--- src/tpch_pkg.sv ---
// Shared types, constants and register codes for the touch panel hit test.
package tpch_pkg;

    localparam int RawW  = 16;
    localparam int PosW  = 8;
    localparam int CntW  = $clog2(RawW);
    localparam int CfgIdxW = 3;
    localparam int CfgDataW = 16;

    // register indexes
    localparam logic [CfgIdxW-1:0] REG_X_PRESS_MIN = 3'd0;
    localparam logic [CfgIdxW-1:0] REG_Y_PRESS_MIN = 3'd1;
    localparam logic [CfgIdxW-1:0] REG_X_OFFSET    = 3'd2;
    localparam logic [CfgIdxW-1:0] REG_Y_OFFSET    = 3'd3;
    localparam logic [CfgIdxW-1:0] REG_X_DIVISOR   = 3'd4;
    localparam logic [CfgIdxW-1:0] REG_Y_DIVISOR   = 3'd5;

    // register reset values
    localparam logic [7:0]      RST_X_PRESS_MIN = 8'd10;
    localparam logic [7:0]      RST_Y_PRESS_MIN = 8'd20;
    localparam logic [RawW-1:0] RST_X_OFFSET    = 16'd3150;
    localparam logic [RawW-1:0] RST_Y_OFFSET    = 16'd6500;
    localparam logic [RawW-1:0] RST_X_DIVISOR   = 16'd246;
    localparam logic [RawW-1:0] RST_Y_DIVISOR   = 16'd409;

    localparam logic [3:0]      NEG_NIBBLE_MASK = 4'hF;
    localparam logic [PosW-1:0] Y_TOP           = 8'd127;

    // hit regions
    localparam logic [PosW-1:0] RED_X_LO   = 8'd203;
    localparam logic [PosW-1:0] GREEN_X_LO = 8'd215;
    localparam logic [PosW-1:0] BLUE_X_LO  = 8'd227;
    localparam logic [PosW-1:0] LAMP_X_SPAN = 8'd6;
    localparam logic [PosW-1:0] LAMP_ON_Y_LO  = 8'd113;
    localparam logic [PosW-1:0] LAMP_OFF_Y_LO = 8'd121;
    localparam logic [PosW-1:0] LAMP_OFF_Y_HI = 8'd127;
    localparam logic [PosW-1:0] ALARM_X_LO = 8'd190;
    localparam logic [PosW-1:0] ALARM_X_HI = 8'd210;
    localparam logic [PosW-1:0] ALARM_Y_LO = 8'd10;
    localparam logic [PosW-1:0] ALARM_Y_HI = 8'd30;

    typedef enum logic [3:0] {
        S_IDLE = 4'b0001,
        S_DIVX = 4'b0010,
        S_DIVY = 4'b0100,
        S_OUT  = 4'b1000
    } t_state;

    typedef struct packed {
        logic load;    // capture an input item and start the X division
        logic step;    // one restoring division step
        logic sel_y;   // divide by the Y divisor
        logic x_done;  // last X step: keep X quotient, start Y
        logic y_done;  // last Y step: keep Y coordinate
        logic commit;  // update held state and present the result
    } t_cmd;

endpackage

--- src/tpch_dp.sv ---
// Datapath: configuration registers, sample cleanup, shared divider, hit regions.
module tpch_dp (
    input  logic                           i_clk,
    input  logic                           i_rst_n,
    input  logic                           i_cfg_we,
    input  logic [tpch_pkg::CfgIdxW-1:0]   i_cfg_index,
    input  logic [tpch_pkg::CfgDataW-1:0]  i_cfg_data,
    input  logic [tpch_pkg::RawW-1:0]      i_raw_x,
    input  logic [tpch_pkg::RawW-1:0]      i_raw_y,
    input  tpch_pkg::t_cmd                 i_cmd,
    output logic                           o_pressed,
    output logic                           o_out_pressed,
    output logic [tpch_pkg::PosW-1:0]      o_x_pos,
    output logic [tpch_pkg::PosW-1:0]      o_y_pos,
    output logic                           o_red_on,
    output logic                           o_green_on,
    output logic                           o_blue_on,
    output logic                           o_alarm_on
);
    import tpch_pkg::*;

    logic [7:0]      r_x_min, r_y_min;
    logic [RawW-1:0] r_x_off, r_y_off, r_x_div, r_y_div;

    logic [RawW-1:0] cx, cy;
    logic            in_pressed;

    logic            r_pressed;
    logic [RawW-1:0] r_quo, n_quo;
    logic [RawW-1:0] r_rem, n_rem;
    logic [RawW-1:0] r_dy;
    logic [PosW-1:0] r_qx, r_qy;

    logic [RawW:0]   rem_sh;
    logic [RawW:0]   dvs;
    logic            ge;
    logic [RawW:0]   rem_sub;
    logic [RawW-1:0] quo_step;

    logic            r_out_pressed;
    logic [PosW-1:0] r_held_x, r_held_y;
    logic            r_red, r_green, r_blue, r_alarm;
    logic            n_red, n_green, n_blue, n_alarm;

    function automatic logic lamp_next(input logic cur, input logic [PosW-1:0] x,
                                       input logic [PosW-1:0] y, input logic [PosW-1:0] xlo);
        logic hit_x;
        logic res;
        hit_x = (x >= xlo) && ({1'b0, x} < ({1'b0, xlo} + {1'b0, LAMP_X_SPAN}));
        res = cur;
        if (hit_x && y >= LAMP_ON_Y_LO && y < LAMP_OFF_Y_LO) res = 1'b1;
        if (hit_x && y >= LAMP_OFF_Y_LO && y < LAMP_OFF_Y_HI) res = 1'b0;
        return res;
    endfunction

    // zero a word whose low nibble marks a negative reading
    assign cx = ((i_raw_x[3:0] & NEG_NIBBLE_MASK) != '0) ? '0 : i_raw_x;
    assign cy = ((i_raw_y[3:0] & NEG_NIBBLE_MASK) != '0) ? '0 : i_raw_y;
    assign in_pressed = (cx[RawW-1:RawW-8] >= r_x_min) && (cy[RawW-1:RawW-8] >= r_y_min);

    // restoring divider, one quotient bit per cycle
    assign rem_sh   = {r_rem, r_quo[RawW-1]};
    assign dvs      = {1'b0, (i_cmd.sel_y ? r_y_div : r_x_div)};
    assign ge       = (rem_sh >= dvs);
    assign rem_sub  = ge ? (rem_sh - dvs) : rem_sh;
    assign quo_step = {r_quo[RawW-2:0], ge};

    always_comb begin
        n_quo = r_quo;
        n_rem = r_rem;
        if (i_cmd.load) begin
            n_quo = cx - r_x_off;
            n_rem = '0;
        end else if (i_cmd.x_done) begin
            n_quo = r_dy;
            n_rem = '0;
        end else if (i_cmd.step) begin
            n_quo = quo_step;
            n_rem = rem_sub[RawW-1:0];
        end
    end

    assign n_red   = lamp_next(r_red,   r_qx, r_qy, RED_X_LO);
    assign n_green = lamp_next(r_green, r_qx, r_qy, GREEN_X_LO);
    assign n_blue  = lamp_next(r_blue,  r_qx, r_qy, BLUE_X_LO);
    assign n_alarm = r_alarm ^ ((r_qx >= ALARM_X_LO) && (r_qx < ALARM_X_HI) &&
                                (r_qy >= ALARM_Y_LO) && (r_qy < ALARM_Y_HI));

    always_ff @(posedge i_clk) begin
        if (!i_rst_n) begin
            r_x_min <= RST_X_PRESS_MIN;
            r_y_min <= RST_Y_PRESS_MIN;
            r_x_off <= RST_X_OFFSET;
            r_y_off <= RST_Y_OFFSET;
            r_x_div <= RST_X_DIVISOR;
            r_y_div <= RST_Y_DIVISOR;
        end else if (i_cfg_we) begin
            unique case (i_cfg_index)
                REG_X_PRESS_MIN: r_x_min <= i_cfg_data[7:0];
                REG_Y_PRESS_MIN: r_y_min <= i_cfg_data[7:0];
                REG_X_OFFSET:    r_x_off <= i_cfg_data;
                REG_Y_OFFSET:    r_y_off <= i_cfg_data;
                REG_X_DIVISOR:   r_x_div <= i_cfg_data;
                REG_Y_DIVISOR:   r_y_div <= i_cfg_data;
                default: ;
            endcase
        end
    end

    // work registers: no reset needed
    always_ff @(posedge i_clk) begin
        r_quo <= n_quo;
        r_rem <= n_rem;
        if (i_cmd.load) begin
            r_pressed <= in_pressed;
            r_dy      <= cy - r_y_off;
        end
        if (i_cmd.x_done) begin
            r_qx <= quo_step[PosW-1:0];
        end
        if (i_cmd.y_done) begin
            r_qy <= Y_TOP - quo_step[PosW-1:0];
        end
    end

    // held state doubles as the result register
    always_ff @(posedge i_clk) begin
        if (!i_rst_n) begin
            r_out_pressed <= 1'b0;
            r_held_x      <= '0;
            r_held_y      <= '0;
            r_red         <= 1'b0;
            r_green       <= 1'b0;
            r_blue        <= 1'b0;
            r_alarm       <= 1'b0;
        end else if (i_cmd.commit) begin
            r_out_pressed <= r_pressed;
            if (r_pressed) begin
                r_held_x <= r_qx;
                r_held_y <= r_qy;
                r_red    <= n_red;
                r_green  <= n_green;
                r_blue   <= n_blue;
                r_alarm  <= n_alarm;
            end
        end
    end

    assign o_pressed     = r_pressed;
    assign o_out_pressed = r_out_pressed;
    assign o_x_pos       = r_held_x;
    assign o_y_pos       = r_held_y;
    assign o_red_on      = r_red;
    assign o_green_on    = r_green;
    assign o_blue_on     = r_blue;
    assign o_alarm_on    = r_alarm;

endmodule

--- config.mk ---
export PLATFORM = sky130hd
export DESIGN_NAME = tpch_dp
export DESIGN_NICKNAME = d
export VERILOG_FILES = /design/src/tpch_pkg.sv /design/src/tpch_dp.sv
export SDC_FILE = /design/constraint.sdc
export NUM_CORES = 1
export LEC_CHECK = 0
export BUFFER_PORTS_ARGS = -buffer_cell sky130_fd_sc_hd__buf_2
export CAP_MARGIN = 20
export CORE_ASPECT_RATIO = 0.6
export CORE_UTILIZATION = 60
export DETAILED_ROUTE_END_ITERATION = 16
export PLACE_DENSITY = 0.88
export RECOVER_POWER = 100
export SYNTH_ARGS = -nofsm -noshare
export SYNTH_HDL_FRONTEND = slang
export SYNTH_SLANG_ARGS = --single-unit
--- constraint.sdc ---
create_clock -name i_clk -period 4.3 [get_ports i_clk]
set_clock_uncertainty 0.05 [all_clocks]
set_input_delay 0.86 -clock i_clk [delete_from_list [all_inputs] [get_ports i_clk]]
set_output_delay 0.86 -clock i_clk [all_outputs]
set_load 0.02 [all_outputs]
Yosys cells after proc, flatten, opt, wreduce, memory -nomap -nowiden
Index checks and enable logic that the tools add are counted.
Word-level totals
  register bits after elaboration: 166
  word-level logic and storage cells: 96
  bits of input ports: 60
  output and inout bits: 22
Cells by class
  bitwise logic cells: 1
  multiplexer cells: 13
  add/subtract/negate cells: 4
  $lt $le $gt $ge: 17
  eq/ne operators: 5
  reduce and logical (&&, ||, !) cells: 37
Operators by type and width (number)
  2-to-1 mux 16 bit: 7
  subtractor 16 bit: 3
  >= comparator 8 bit (second input constant): 4
  < comparator 8 bit (second input constant): 4
  logical AND 1 bit: 19
  >= comparator 17 x 16 -> 1 bit: 1
  >= comparator 8 x 7 -> 1 bit (second input constant): 2
  >= comparator 8 bit: 2
  < comparator 8 x 7 -> 1 bit (second input constant): 2
  AND reduction 2 bit: 7
  AND reduction 3 bit: 3
  >= comparator 8 x 4 -> 1 bit (second input constant): 1
  < comparator 8 x 5 -> 1 bit (second input constant): 1
  nonzero test 4 bit: 2
  subtractor 7 x 8 -> 8 bit (first input constant): 1
  equality test 3 x 2 -> 1 bit (second input constant): 2
  equality test 3 bit (second input constant): 2
  2-to-1 mux 1 bit: 6
  nonzero test 2 bit: 3
  equality test 3 x 1 -> 1 bit (second input constant): 1
  logical NOT 3 bit: 1
  nonzero test 3 bit: 1
  OR reduction 2 bit: 1
  XOR 1 bit: 1

Longest topological paths before layout
  word-level depth: 6
  depth in mapped cells: 13
  gate-level depth less buffers: 11

Worst setup path after synthesis
No wires, ideal clock.
  path kind: input-to-reg
  from: input i_cmd[3] in the netlist's numbering
  to: register r_rem[10]
  stages: 12
  data required time: 4123 ps
  setup slack: 559 ps
  buffers on the path: 3
  data arrival time: 3564 ps
  setup time: 127 ps
  cells stage by stage: clkbuf_1 -> buf_1 -> mux2i_1 -> ha_1 -> nand3_2 -> or3_1 -> or3_1 -> nand4_2 -> a21oi_4 -> buf_6 -> a32oi_1 -> o31ai_1
On the way
  longest elaborated chain between the ends: 3
  elaborated cells on any way between the ends: 4
  classes of those cells: add/sub (1); order compare (1); mux (2)
RTL lines
  from (decl): line tpch_dp.sv:10  | input tpch_pkg::t_cmd i_cmd,
  2-to-1 mux 16 bit (*): line tpch_dp.sv:63  | assign dvs = {1'b0, (i_cmd.sel_y ? r_y_div : r_x_div)};
  subtractor 16 bit or >= comparator 17 x 16 -> 1 bit (tied branches): line tpch_dp.sv:65, tpch_dp.sv:64
  2-to-1 mux 16 bit (*): line tpch_dp.sv:65  | assign rem_sub = ge ? (rem_sh - dvs) : rem_sh;
  to (signal assigned): line tpch_dp.sv:113  | r_rem <= n_rem;
  to (decl): line tpch_dp.sv:30  | logic [RawW-1:0] r_rem, n_rem;
Every way passes the cells marked *; elsewhere a longest branch is shown, timed or not.
A chain may end at the register's enable or synchronous reset.

Final worst setup path
  from: input i_raw_x[0] in the netlist's numbering
  to: register r_quo[15], data pin
On the way
  longest elaborated chain between the ends: 4
RTL lines
  from (decl): line tpch_dp.sv:8  | input logic [tpch_pkg::RawW-1:0] i_raw_x,
  nonzero test 4 bit: line tpch_dp.sv:57  | assign cx = ((i_raw_x[3:0] & NEG_NIBBLE_MASK) != '0) ? '0 : i_raw_x;
  2-to-1 mux 16 bit (*): line tpch_dp.sv:57
  subtractor 16 bit (*): line tpch_dp.sv:72  | n_quo = cx - r_x_off;
  2-to-1 mux 16 bit (*): line tpch_dp.sv:71  | if (i_cmd.load) begin
  via n_quo[15]: line tpch_dp.sv:29  | logic [RawW-1:0] r_quo, n_quo;
  to (signal assigned): line tpch_dp.sv:112  | r_quo <= n_quo;
  to (decl): line tpch_dp.sv:29
Mark *: on every way through the listed nets, which the timed path passes. The rest lies on a longest branch.

==> load_flow_metrics.sql <==
INSERT INTO impl_metrics (metric_group, metric, value, unit) VALUES
('run_status', 'run_status', 'finished, violations left', ''),
('run_status', 'violations', 'max-capacitance violations, max-slew violations', ''),
('route', 'drt_iter0_drc', '932', ''),
('setup_path', 'criticalPathCategory', 'in2reg', ''),
('synthesis', 'synth-warning-count', '0', ''),
('placed_design', 'post_place_cells', '1320', ''),
('power_and_ir_drop', 'ir_drop', '0.2982', 'mV'),
('clock_network', 'cts_made_buffers', '17', ''),
('clock_network', 'clock_h_tree_levels', '4', ''),
('timing', 'layout_min_cycle_time', '3629', 'ps'),
('clock_network', 'postCtsSetupBuffers', '0', ''),
('timing', 'maximum_clock_rate', '0.2756', 'GHz'),
('route', 'met1Wirelength', '11.93', 'mm'),
('synthesis', 'synth.ff_latch_count', '166', ''),
('grt', 'grt_antenna_before_repair', '1', ''),
('route', 'dr_wl_met3', '2.826', 'mm'),
('floorplan', 'floorplan.initialDensity', '62.90', '%'),
('setup_path', 'worstSetupStartpointType', 'input pin', ''),
('synthesis', 'synth_area_leader_cell', 'sky130_fd_sc_hd__dfxtp_1', ''),
('floorplan', 'num_io_pins', '82', ''),
('placed_design', 'port_buffers', '81', ''),
('final_layout', 'stdcell_count', '1355', ''),
('power_and_ir_drop', 'power.static_leakage', '4.255', 'nW'),
('clock_network', 'clk_pin_slew', '70', 'ps'),
('timing', 'timing_worst_slew_pin_value', '2049', 'ps'),
('clock_network', 'ctsRootBufferMaster', 'sky130_fd_sc_hd__clkbuf_16', ''),
('synthesis', 'post_synth_inst_count', '1074', ''),
('synthesis', 'ys_seq_area_share', '40.84', '%'),
('final_layout', 'fillCellCount', '1134', ''),
('min_path', 'type_of_the_worst_min_delay_path', 'reg2reg', ''),
('grt', 'first_global_vias', '7629', ''),
('grt', 'global_route.usage.total', '33.20', '%'),
('timing', 'finalCritPeriodShare', '84.39', '%'),
('clock_network', 'clock_insertion_delay_worst_skew', '440', 'ps'),
('min_path', 'hold_depth', '0', ''),
('synthesis', 'synth-edff-count', '49', ''),
('floorplan', 'core.rowCount', '34', ''),
('route', 'dr.pass1.iters', '5', ''),
('route', 'drtAntennaViolNets', '0', ''),
('route', 'post_drt_wl_per_cell', '18.94', 'um'),
('synthesis', 'synthesis.area', '0.009339', 'mm^2'),
('clock_network', 'clkSinkCount', '166', ''),
('floorplan', 'core_box_area', '0.01485', 'mm^2'),
('route', 'wirelength', '25.66', 'mm'),
('floorplan', 'die_width', '163.1', 'um'),
('floorplan', 'floorplan_die_area', '0.01608', 'mm^2'),
('synthesis', 'synth_async_sr_flop_share', '0', '%'),
('timing', 'rsz0062_at_grt', 'no', ''),
('placed_design', 'detailedPlacementHpwl', '18.81', 'mm'),
('synthesis', 'ys_top_cells_by_area', 'sky130_fd_sc_hd__dfxtp_1 25%, sky130_fd_sc_hd__edfxtp_1 16%, sky130_fd_sc_hd__nand2_1 9.0%', ''),
('setup_path', 'cp.arrival', '3750', 'ps'),
('power_and_ir_drop', 'pwr_dens', '453.8', 'mW/mm^2'),
('final_layout', 'layout-area-overhead-vs-synth', '11.87', '%'),
('setup_path', 'critical_path.endpoint_type', 'register', ''),
('setup_path', 'path_max_fanout', '12', ''),
('synthesis', 'synth.distinct_cells', '63', ''),
('floorplan', 'chipHeight', '98.64', 'um'),
('timing', 'timing.final.max_slew_violations', '53', ''),
('grt', 'grt_max_degree', '53', ''),
('flow_run', 'drv_cap', '1', ''),
('route', 'routed-via-count', '8195', ''),
('clock_network', 'cts.path.max_buffers', '2', ''),
('setup_path', 'worstPathRequired', '4430', 'ps'),
('final_layout', 'drive_above_1_share', '9.083', '%'),
('route', 'detail_route.drc_violations', '0', ''),
('synthesis', 'synthesis.area_per_instance', '8.695', 'um^2'),
('clock_network', 'post_cts.resized_instances', '0', ''),
('synthesis', 'synth_ff_type', 'sky130_fd_sc_hd__dfxtp_1', ''),
('timing', 'timing.slew.headroom', '-36.58', '%'),
('clock_network', 'cts_hold_buf', '0', ''),
('route', 'route.detailed.vias_per_inst', '6.048', ''),
('timing', 'setup_viol', '0', ''),
('clock_network', 'tritoncts_clock_tree', 'yes', ''),
('setup_path', 'reg2regPathDepth', '10', ''),
('grt', 'grt.overflow.total', '0', ''),
('route', 'detailroute.wirelength.met2', '10.46', 'mm'),
('final_layout', 'num-nets-final', '1268', ''),
('timing', 'tns', '0', 'ps'),
('route', 'maxUsedRoutingLayer', 'met4', ''),
('synthesis', 'synthDominantCellAreaShare', '25.08', '%'),
('timing', 'final-hold-violation-count', '0', ''),
('grt', 'grt_first_pass_wirelength', '40.81', 'mm'),
('placed_design', 'gp_routability_congestion', '0.9657', '');
[metrics by stage]
stage	hold slack (ps)	worst slack (ps)	util, %	power (W)	cell area [um^2]
2_1_floorplan	376.4	559.2	-	0.002873	9361
3_3_place_gp	380.1	586.3	66.65	0.003132	9896
3_5_place_dp	383.8	474.1	66.65	0.003160	9896
4_1_cts	399.9	921.7	70.73	0.004722	10500
5_1_grt	410.2	496.4	70.35	0.004939	10450
6_report	400.4	671.3	70.37	0.004742	10450
[cell type report]
cell class / instances / area [um^2] / area share [%]
sequential: 166 / 3814 / 36.50
multi-input combinational: 797 / 5089 / 48.71
tap: 198 / 247.7 / 2.371
clock buffer: 20 / 478.0 / 4.575
antenna: 1 / 2.502 / 0.02395
clock inverter: 12 / 127.6 / 1.222
inverter: 70 / 267.8 / 2.563
timing repair buffer: 91 / 421.7 / 4.036
[registers in the layout, summed over array words and instances, names as in the netlist]
register and cells:
r_y_off 16, r_x_off 16, o_out_pressed 1, r_qx 8, r_y_div 16, o_pressed 1, r_dy 16, r_quo 16
o_x_pos 8, o_red_on 1, o_y_pos 8, r_qy 8, r_y_min 8, o_alarm_on 1, o_blue_on 1, o_green_on 1
r_rem 16, r_x_min 8, r_x_div 16
[kinds of logic (layout without fill, tap and decap cells)]
| group | count (synthesis) | in the layout | share of synthesized area [%] |
|---|---|---|---|
| XOR/XNOR | 36 | 36 | 3.376 |
| AO/OA/AOI/OAI | 255 | 255 | 18.85 |
| other | 2 | 9 | 0.08042 |
| buffers and inverters | 117 | 193 | 4.850 |
| AND/OR/NAND/NOR | 396 | 396 | 19.21 |
| flip-flops | 166 | 166 | 40.84 |
| adder cells (fa/ha/maj) | 65 | 65 | 8.789 |
| multiplexers | 37 | 37 | 4.006 |
[report_power, final]
part / switching, W / leakage [nW] / internal [W]
combinational: 0.000777 / 2.53 / 0.000495
sequential: 0.000122 / 1.42 / 0.00177
clock: 0.000698 / 0.302 / 0.000884
[layout by cell type, fill, tap and decap left out, drive strengths merged, types with 38 or more instances in the layout]
cell type  count
edfxtp        49
clkbuf        54
nor2          38
dfxtp        117
a21boi        72
inv           76
ha            64
o21ai         47
nand2        224
buf           57
[cells in the mapped netlist, types with 3 or more instances]
cell / count
sky130_fd_sc_hd__a211o_1: 4
sky130_fd_sc_hd__a211oi_1: 7
sky130_fd_sc_hd__a21boi_0: 72
sky130_fd_sc_hd__a21o_1: 13
sky130_fd_sc_hd__a21oi_1: 33
sky130_fd_sc_hd__a31oi_1: 6
sky130_fd_sc_hd__a32oi_1: 8
sky130_fd_sc_hd__and2_1: 28
sky130_fd_sc_hd__and3_1: 4
sky130_fd_sc_hd__buf_1: 4
sky130_fd_sc_hd__clkbuf_1: 41
sky130_fd_sc_hd__dfxtp_1: 117
sky130_fd_sc_hd__edfxtp_1: 49
sky130_fd_sc_hd__ha_1: 64
sky130_fd_sc_hd__inv_1: 68
sky130_fd_sc_hd__mux2_2: 3
sky130_fd_sc_hd__mux2i_1: 34
sky130_fd_sc_hd__nand2_1: 224
sky130_fd_sc_hd__nand2b_1: 12
sky130_fd_sc_hd__nand3_1: 31
sky130_fd_sc_hd__nand4_1: 6
sky130_fd_sc_hd__nor2_1: 38
sky130_fd_sc_hd__nor2b_1: 9
sky130_fd_sc_hd__nor3_1: 15
sky130_fd_sc_hd__nor4_1: 9
sky130_fd_sc_hd__o2111ai_1: 3
sky130_fd_sc_hd__o211ai_1: 19
sky130_fd_sc_hd__o21a_1: 11
sky130_fd_sc_hd__o21ai_0: 46
sky130_fd_sc_hd__o21bai_1: 4
sky130_fd_sc_hd__o221a_2: 3
sky130_fd_sc_hd__o22ai_1: 3
sky130_fd_sc_hd__o311ai_0: 3
sky130_fd_sc_hd__o31ai_1: 6
sky130_fd_sc_hd__or2_2: 5
sky130_fd_sc_hd__or3_1: 4
sky130_fd_sc_hd__xnor2_1: 20
sky130_fd_sc_hd__xor2_1: 16
[worst paths after layout]
path | from | endpoint | slack (ps)
setup / recovery | i_raw_x[0] | r_quo[15]$_DFFE_PP_ | 670
hold / removal | r_quo[5]$_DFFE_PP_ | r_qx[6]$_DFFE_PP_ | 400
setup reg to reg | r_x_div[10]$_SDFFE_PN0P_ | r_quo[0]$_DFFE_PP_ | 1380
hold reg to reg | r_quo[5]$_DFFE_PP_ | r_qx[6]$_DFFE_PP_ | 400
[worst max-delay path, stage by stage]
cell	delay, ps
sky130_fd_sc_hd__buf_2	100
sky130_fd_sc_hd__nor4_1	250
sky130_fd_sc_hd__clkbuf_1	430
sky130_fd_sc_hd__and2_1	210
sky130_fd_sc_hd__ha_1	300
sky130_fd_sc_hd__and4_1	250
sky130_fd_sc_hd__o2bb2ai_1	130
sky130_fd_sc_hd__a31o_2	240
sky130_fd_sc_hd__o21ai_0	350
sky130_fd_sc_hd__o311ai_0	290
sky130_fd_sc_hd__xnor2_1	250
sky130_fd_sc_hd__mux2i_1	100
[routing by layer]
layer | global-route usage [%] | up-vias
met3 | 9.554 | 42
li1 | - | 3893
met2 | 47.10 | 412
met5 | 0 | -
met4 | 9.490 | 0
met1 | 48.73 | 3848
(Power assumes the default switching activity.)
